[config.mk]
export PLATFORM = sky130hd
export DESIGN_NAME = selection_sorter
export DESIGN_NICKNAME = d
export VERILOG_FILES = /design/src/sv/ssort_pkg.sv /design/src/sv/selection_sorter.sv
export SDC_FILE = /design/constraint.sdc
export NUM_CORES = 1
export LEC_CHECK = 0
export BUFFER_PORTS_ARGS = -buffer_cell sky130_fd_sc_hd__buf_4
export CAP_MARGIN = 20
export CELL_PAD_IN_SITES_DETAIL_PLACEMENT = 1
export CELL_PAD_IN_SITES_GLOBAL_PLACEMENT = 2
export CORE_MARGIN = 1.5
export CORE_UTILIZATION = 44
export DETAILED_ROUTE_END_ITERATION = 12
export HOLD_SLACK_MARGIN = 0.08
export PLACE_DENSITY = 0.85
export SKIP_CTS_REPAIR_TIMING = 1
export SLEW_MARGIN = 40
export SYNTH_ARGS = -nofsm -noshare
export SYNTH_HDL_FRONTEND = slang
export SYNTH_SLANG_ARGS = --single-unit
export TNS_END_PERCENT = 20
[constraint.sdc]
create_clock -name clk -period 5.7 [get_ports clk]
set_input_delay 1.14 -clock clk [delete_from_list [all_inputs] [get_ports clk]]
set_output_delay 1.14 -clock clk [all_outputs]
set_load 0.03 [all_outputs]
[src/sv/ssort_pkg.sv]
// ----------------------------------------------------------------------------
// ssort_pkg
// types and constants shared by the selection sorter
// ----------------------------------------------------------------------------
package ssort_pkg;

  localparam int unsigned CAPACITY_DEFAULT = 16;

  typedef struct packed {
    logic signed [31:0] value;
    logic               last_item;
  } ssort_in_t;

  typedef struct packed {
    logic signed [31:0] sorted_value;
    logic               last_result;
    logic               overflowed;
  } ssort_out_t;

  typedef enum logic [1:0] {
    ST_IDLE,
    ST_SCAN,
    ST_SWAP
  } ssort_state_t;

endpackage

[src/sv/selection_sorter.sv]
// ----------------------------------------------------------------------------
// selection_sorter
// collects a list of signed values and returns it in ascending order
// ----------------------------------------------------------------------------
// Elements are loaded one per transfer while busy is low.
// Up to CAPACITY elements are kept; later ones are dropped and the drop is
// reported on the final result. The transfer marked last_item starts the sort,
// and busy stays high until the final result is out. Sorting runs one
// selection pass per output position f of an n element list: a single
// signed comparator walks the element memory from f to n-1, one read per
// cycle, then the swap state writes the displaced front element back
// and drives the minimum as result f. Each result is shown for one cycle
// with result_valid high; the receiver cannot stall it, so it must take
// every transfer.
// ----------------------------------------------------------------------------
module selection_sorter
  import ssort_pkg::*;
#(
  parameter int unsigned CAPACITY = CAPACITY_DEFAULT
) (
  input  logic       clk,
  input  logic       rst,
  input  logic       start,
  output logic       busy,
  input  ssort_in_t  item,
  output logic       result_valid,
  output ssort_out_t result
);

  localparam int unsigned IDX_W = $clog2(CAPACITY);
  localparam int unsigned CNT_W = $clog2(CAPACITY + 1);
  localparam logic [CNT_W-1:0] CAP_CNT = CNT_W'(CAPACITY);

  // element memory, single write port, one registered read port
  logic signed [31:0] mem [CAPACITY];
  logic signed [31:0] rd_data;
  logic [IDX_W-1:0]   rd_addr;
  logic               mem_we;
  logic [IDX_W-1:0]   wr_addr;
  logic signed [31:0] wr_data;

  ssort_state_t state, state_next;

  // control and datapath registers
  logic [CNT_W-1:0]   count;
  logic               ovf;
  logic [IDX_W-1:0]   front;
  logic [IDX_W-1:0]   addr;
  logic               pend;
  logic [IDX_W-1:0]   pend_pos;
  logic signed [31:0] min_val;
  logic [IDX_W-1:0]   min_pos;
  logic signed [31:0] front_val;

  logic               accept;
  logic               has_room;
  logic [IDX_W-1:0]   last_idx;
  logic               first_rd;
  logic               take_new;
  logic signed [31:0] cur_min_val;
  logic [IDX_W-1:0]   cur_min_pos;
  logic signed [31:0] cur_front_val;
  logic               final_pass;

  assign busy     = (state != ST_IDLE);
  assign accept   = start && !busy;
  assign has_room = (count < CAP_CNT);
  // count is at least one whenever a sort runs
  assign last_idx = IDX_W'(count - CNT_W'(1));

  // fold the freshly read element into the running minimum (first wins ties)
  assign first_rd      = (pend_pos == front);
  assign take_new      = first_rd || (rd_data < min_val);
  assign cur_min_val   = take_new ? rd_data : min_val;
  assign cur_min_pos   = take_new ? pend_pos : min_pos;
  assign cur_front_val = first_rd ? rd_data : front_val;
  assign final_pass    = (front == last_idx);

  always_ff @(posedge clk) begin
    if (mem_we) begin
      mem[wr_addr] <= wr_data;
    end
    rd_data <= mem[rd_addr];
  end

  always_ff @(posedge clk) begin
    if (rst) begin
      state <= ST_IDLE;
    end else begin
      state <= state_next;
    end
  end

  always_comb begin
    state_next = state;
    mem_we     = 1'b0;
    wr_addr    = count[IDX_W-1:0];
    wr_data    = item.value;
    rd_addr    = addr;
    unique case (state)
      ST_IDLE: begin
        if (accept) begin
          mem_we = has_room;
          if (item.last_item) begin
            state_next = ST_SCAN;
          end
        end
      end
      ST_SCAN: begin
        if (addr == last_idx) begin
          state_next = ST_SWAP;
        end
      end
      ST_SWAP: begin
        // old front value moves to where the minimum was
        mem_we  = 1'b1;
        wr_addr = cur_min_pos;
        wr_data = cur_front_val;
        state_next = final_pass ? ST_IDLE : ST_SCAN;
      end
      default: state_next = ST_IDLE;
    endcase
  end

  always_ff @(posedge clk) begin
    if (rst) begin
      count        <= '0;
      ovf          <= 1'b0;
      front        <= '0;
      addr         <= '0;
      pend         <= 1'b0;
      result_valid <= 1'b0;
    end else begin
      result_valid <= 1'b0;
      unique case (state)
        ST_IDLE: begin
          pend  <= 1'b0;
          front <= '0;
          addr  <= '0;
          if (accept) begin
            if (has_room) begin
              count <= count + CNT_W'(1);
            end else begin
              ovf <= 1'b1;
            end
          end
        end
        ST_SCAN: begin
          pend     <= 1'b1;
          pend_pos <= addr;
          if (pend) begin
            min_val   <= cur_min_val;
            min_pos   <= cur_min_pos;
            front_val <= cur_front_val;
          end
          if (addr != last_idx) begin
            addr <= addr + IDX_W'(1);
          end
        end
        ST_SWAP: begin
          result_valid        <= 1'b1;
          result.sorted_value <= cur_min_val;
          result.last_result  <= final_pass;
          result.overflowed   <= final_pass && ovf;
          pend                <= 1'b0;
          if (final_pass) begin
            count <= '0;
            ovf   <= 1'b0;
          end else begin
            front <= front + IDX_W'(1);
            addr  <= front + IDX_W'(1);
          end
        end
        default: pend <= 1'b0;
      endcase
    end
  end

endmodule
== Word level (Yosys, flattened, before mapping) ==
Memories as Yosys holds them, arrays and structs flattened. A register that Yosys moved wholly into a read port is not among the register bits.
Cells that the tools add are included.

* $add $sub $neg: 4
* Magnitude comparators: 2
* Eq/ne operators: 14
* Muxes and demuxes: 28
* Bitwise logic cells: 1
* Reductions and logical operators: 16

{| class="wikitable"
|+ Operators by type and width
! kind !! count
|-
| 2-to-1 mux 32 bit || 3
|-
| less-than comparator 32 bit || 1
|-
| 2-to-1 mux 4 bit || 4
|-
| != test 2 bit (second input constant) || 8
|-
| 2-to-1 mux 5 bit || 3
|-
| == test 4 bit || 3
|-
| one-hot mux 4 bit (3 select lines) || 1
|-
| one-hot mux 5 bit (2 select lines) || 1
|-
| 2-to-1 mux 1 bit || 9
|-
| AND reduction 3 bit || 3
|-
| adder 4 x 1 -> 4 bit (second input constant) || 2
|-
| one-hot mux 4 bit (2 select lines) || 1
|-
| AND reduction 4 bit || 2
|-
| 2-to-1 mux 2 bit || 3
|-
| one-hot mux 2 bit (3 select lines) || 1
|-
| AND reduction 2 bit || 3
|-
| adder 5 x 1 -> 5 bit (second input constant) || 1
|-
| less-than comparator 5 bit (second input constant) || 1
|-
| != test 4 bit || 1
|-
| one-hot mux 1 bit (2 select lines) || 2
|-
| nonzero test 2 bit || 2
|-
| subtractor 4 x 1 -> 4 bit (second input constant) || 1
|-
| nonzero test 3 bit || 1
|-
| == test 2 x 1 -> 1 bit (second input constant) || 1
|-
| other kinds (6) || 7
|}

* Flip-flop bits (word level): 124
* Bits in writable memories: 512
* Input bits: 36
* Output and inout port bits: 36
* Logic and storage cells: 80
* Memories kept: 1

{| class="wikitable"
|+ Memory list
! name !! words !! bits a word !! read ports !! clocked after memory_dff !! write ports !! line !! RTL
|-
| mem || 16 || 32 || 1 || 1 || 1 || selection_sorter.sv:35 || <nowiki>logic signed [31:0] mem [CAPACITY];</nowiki>
|}

== Logic depth before layout (Yosys ltp) ==
* Depth in word-level cells: 7
* Gate-level depth with buffers: 11
* Depth with buffers taken out: 10

== Worst setup path after synthesis ==
OpenSTA, ideal clock, no wires.

* Path kind: reg-to-reg
* From: reg min_val[31]
* To: mem mem[10][0], enable pin
* Library setup time: 502 ps
* Data arrival time: 5,487 ps
* Required time: 5,198 ps
* Slack: -289 ps
* Stages on the path, launching flop included: 11
* Buffers on the path: 0
* Period minus slack after synthesis: 5,989 ps
* Cell sequence: edfxtp_1 inv_1 ha_1 nand4_1 nor4_2 a221o_2 or4_1 o31ai_4 o32ai_2 mux2_4 nor4_1

* Word-level cells in the longest chain between the ends: 4

{| class="wikitable"
|+ Ends and longest elaborated chain
! element !! line !! RTL
|-
| start, declared || selection_sorter.sv:51 || <nowiki>logic signed [31:0] min_val;</nowiki>
|-
| start signal, assigned || selection_sorter.sv:152 || <nowiki>min_val <= cur_min_val;</nowiki>
|-
| less-than comparator 32 bit || selection_sorter.sv:73 || <nowiki>assign take_new = first_rd || (rd_data < min_val);</nowiki>
|-
| logical OR 1 bit || selection_sorter.sv:73 ||
|-
| 2-to-1 mux 4 bit || selection_sorter.sv:75 || <nowiki>assign cur_min_pos = take_new ? pend_pos : min_pos;</nowiki>
|-
| net cur_min_pos[0] || selection_sorter.sv:61 || <nowiki>logic [IDX_W-1:0] cur_min_pos;</nowiki>
|-
| 2-to-1 mux 4 bit || selection_sorter.sv:100 || <nowiki>unique case (state)</nowiki>
|-
| end, declared || selection_sorter.sv:35 ||
|}

The timed path passes the listed nets, and every way through them passes these cells.

== Worst setup path in the final report ==
* From: reg min_val[31]
* To: mem mem[4][16], enable pin

The elaborated chain is that of the path after synthesis.

==> results_dict.tcl <==
set metrics [dict create \
    finalSetupViolCount 0 \
    mostFrequentLayoutCell "sky130_fd_sc_hd__edfxtp_1" \
    slew_viol_final 0 \
    ir_drop_mv 0.2101 \
    synth_seq_cells 668 \
    gpl_wtd_cong 0.7584 \
    layout.cells.most_common_list "618 x sky130_fd_sc_hd__edfxtp_1, 160 x sky130_fd_sc_hd__mux4_2, 101 x sky130_fd_sc_hd__buf_4, 87 x sky130_fd_sc_hd__nor2_1, 75 x sky130_fd_sc_hd__clkbuf_16" \
    yosysTopAreaCell "sky130_fd_sc_hd__edfxtp_1" \
    max_cap_violations 0 \
    vias_in_the_first_global_route 14260 \
    worst_hold_path.endpoint "ovf$_SDFFE_PP0P_" \
    detailed_placement_hpwl_um 37260 \
    crit_path_max_fanout 32 \
    holdPathStages 2 \
    drt_first_pass_iters 9 \
    antenna_cells_inserted 0 \
    fin_total_pwr_mw 10.81 \
    cts_made_buffers 70 \
    async_flop_share 0 \
    grt_start_max_net_pins 68 \
    worst_r2r_startpoint "min_val[31]$_DFFE_PP_" \
    core_area_mm2 0.05913 \
    fin_skew_ns 0.02364 \
    die_x_um 247.7 \
    violations_in_the_final_reports "DRC" \
    worst_setup_path_end_kind "flip-flop" \
    worst_slack_ns 1.098 \
    synth-edff-count 618 \
    postSynth.topFlopCell "sky130_fd_sc_hd__edfxtp_1" \
    synth.cell_area_mm2 0.02636 \
    outcome "complete, but fails checks" \
    worstSetupPathType "reg2reg" \
    antenna_found_initial 0 \
    drt_wl_total_um 62460 \
    die-height_um 247.7 \
    period_share 0.8073 \
    drive_above_1_share 0.3407 \
    max_slew.worst_pin.slew_ns 0.8487 \
    synth_top_area_share 0.7041 \
    seq_area_frac_synth 0.7421 \
    cts_max_path_buffers 3 \
    die_area_mm2 0.06138 \
    routedWlPerCell_um 27.55 \
    vias_after_detailed_routing 13060 \
    drt_iter0_markers 1213 \
    r2r_setup_slk_ns 1.10 \
    worstPathRequired_ns 5.93 \
    reg2reg_depth 11 \
    cells_after_synth 1320 \
    grt_pass1_wl_um 93560 \
    final-hold-violation-count 0 \
    overflow_after_grt 0 \
    placement.io_buffers 71 \
    power.static_leakage_nw 9.796 \
    tritoncts "built" \
    yosysWarnings 0 \
    tritoncts_num_sinks 668 \
    clkLatencyLatePin_ns 0.61 \
    ys_types 52 \
    critPathArrivalTime_ns 4.83 \
    post-place-ws_ns 1.071 \
    layout.nets 1513 \
    min-delay-path-class "reg2reg" \
    cts_root_buffer "sky130_fd_sc_hd__clkbuf_16" \
    cts.clk_slew.worst_paths_ns 0.06 \
    start_point_of_the_worst_min_delay_path "ovf$_SDFFE_PP0P_" \
    timing.fmax_ghz 0.2173 \
    postSynthNetCount 1395 \
    rsz_0062_raised_after_global_routing "no" \
    flow.area_growth_from_synthesis_pct 15.64 \
    start_util 0.4457 \
    route.detailed.drc 4 \
    finalWorstPathRequiredPeriod_ns 4.602 \
    cts_htree_levels 3 \
    netlist_top_cells_area "sky130_fd_sc_hd__edfxtp_1 70%, sky130_fd_sc_hd__mux4_2 14%, sky130_fd_sc_hd__dfxtp_1 3.8%" \
    vias_per_cell 5.761 \
    maxSlewHeadroom 0.4329 \
    antenna_violating_nets_post_route 0 \
    ios 72 \
    avgSynthCellArea_um2 19.97 \
    pwr_density_cell_mw_per_mm2 354.6 \
    core.rowCount 89 \
    grt.total_usage 0.2109 \
    setup.worst_path.start_class "flip-flop" \
    worstReg2RegEnd "mem[4][16]$_DFFE_PP_" \
]
==> cells in the mapped netlist (all sizes together) (3+ instances only) <==
| cell | number |
|---|---|
| nor3 | 3 |
| clkbuf | 37 |
| dfxtp | 50 |
| nand3 | 3 |
| inv | 45 |
| edfxtp | 618 |
| mux2i | 5 |
| xor2 | 7 |
| mux4 | 160 |
| a21oi | 23 |
| mux2 | 67 |
| nor4 | 19 |
| o32ai | 4 |
| o21ai | 9 |
| nand4 | 8 |
| xnor2 | 12 |
| nand2 | 31 |
| nor2 | 121 |
| ha | 39 |
| buf | 24 |
| a211oi | 4 |
==> how the worst max path moves through the flow <==
stage | from | to | slack [ns] | depth (start not counted)
floorplan | min_val[31]$_DFFE_PP_ | mem[10][0]$_DFFE_PP_ | -0.29 | 10
global placement | min_val[31]$_DFFE_PP_ | mem[14][15]$_DFFE_PP_ | 1.36 | 11
detailed placement | min_val[31]$_DFFE_PP_ | mem[14][15]$_DFFE_PP_ | 1.07 | 11
CTS | min_val[31]$_DFFE_PP_ | mem[4][31]$_DFFE_PP_ | 1.05 | 11
global route | min_val[31]$_DFFE_PP_ | mem[14][17]$_DFFE_PP_ | 0.80 | 11
finish | min_val[31]$_DFFE_PP_ | mem[4][16]$_DFFE_PP_ | 1.10 | 11
==> layer usage <==
layer / GRT usage / wire length (um)
met5: 0 / 0
met1: 0.2885 / 25840
met4: 0.06774 / 1739
met3: 0.03633 / 3810
met2: 0.3462 / 31070
==> worst max-delay path, stage by stage, from the launching register on <==
cell and delay, ns:
sky130_fd_sc_hd__edfxtp_1 0.36, sky130_fd_sc_hd__inv_1 0.05, sky130_fd_sc_hd__ha_1 0.47, sky130_fd_sc_hd__nand4_1 0.35, sky130_fd_sc_hd__nor4_2 0.70, sky130_fd_sc_hd__a221o_2 0.31
sky130_fd_sc_hd__a21o_2 0.15, sky130_fd_sc_hd__a211oi_4 0.06, sky130_fd_sc_hd__o32ai_1 0.54, sky130_fd_sc_hd__mux2i_2 0.34, sky130_fd_sc_hd__nor4_2 0.33, sky130_fd_sc_hd__buf_4 0.57
==> metrics by stage <==
| stage | hold slack, ns | cell area, um2 | util | setup TNS, ns | instances |
|---|---|---|---|---|---|
| 2_1_floorplan | 0.4064 | 26360 | - | -132.17 | 1320 |
| 3_3_place_gp | 0.4902 | 28030 | 0.4740 | 0 | 2136 |
| 3_5_place_dp | 0.5316 | 28120 | 0.4756 | 0 | 2139 |
| 4_1_cts | 0.5397 | 30420 | 0.5144 | 0 | 2267 |
| 5_1_grt | 0.5826 | 30480 | 0.5154 | 0 | 2267 |
| 6_report | 0.5365 | 30480 | 0.5154 | 0 | 2267 |
==> sequential cells by signal (all words and copies together) (netlist names) <==
register      flops
min_pos           4
front_val        32
result_valid      1
min_val          32
addr              4
rd_data          32
state             2
pend_pos          4
count             5
result           34
front             4
pend              1
mem             512
ovf               1
==> cell families after synthesis <==
kind of cell,count (synthesis),share of synthesized area
DFF,668,0.7421
muxes,232,0.1678
and+or+nand+nor,194,0.03214
buffers and inverters,106,0.01552
AOI/OAI and AO/OA,61,0.01676
adders and majority gates,39,0.01851
xor gates and xnor gates,20,0.007168
==> layout make-up <==
type / count / area [um2]
Multi-Input combinational cell: 546 / 6608
Fill cell: 5241 / 28650
Inverter: 45 / 168.9
Clock buffer: 84 / 1921
Timing Repair Buffer: 107 / 869.6
Tap cell: 773 / 967.2
Clock inverter: 44 / 375.4
Sequential cell: 668 / 19570
==> where the power goes <==
group / switching, mW / total, mW / leakage (nW) / internal [mW]
combinational: 0.410 / 0.691 / 2.67 / 0.281
sequential: 0.0614 / 5.55 / 5.99 / 5.49
clock: 1.88 / 4.56 / 1.13 / 2.68
total: 2.35 / 10.8 / 9.80 / 8.46
Note: power is estimated with default switching activity, not from simulation.
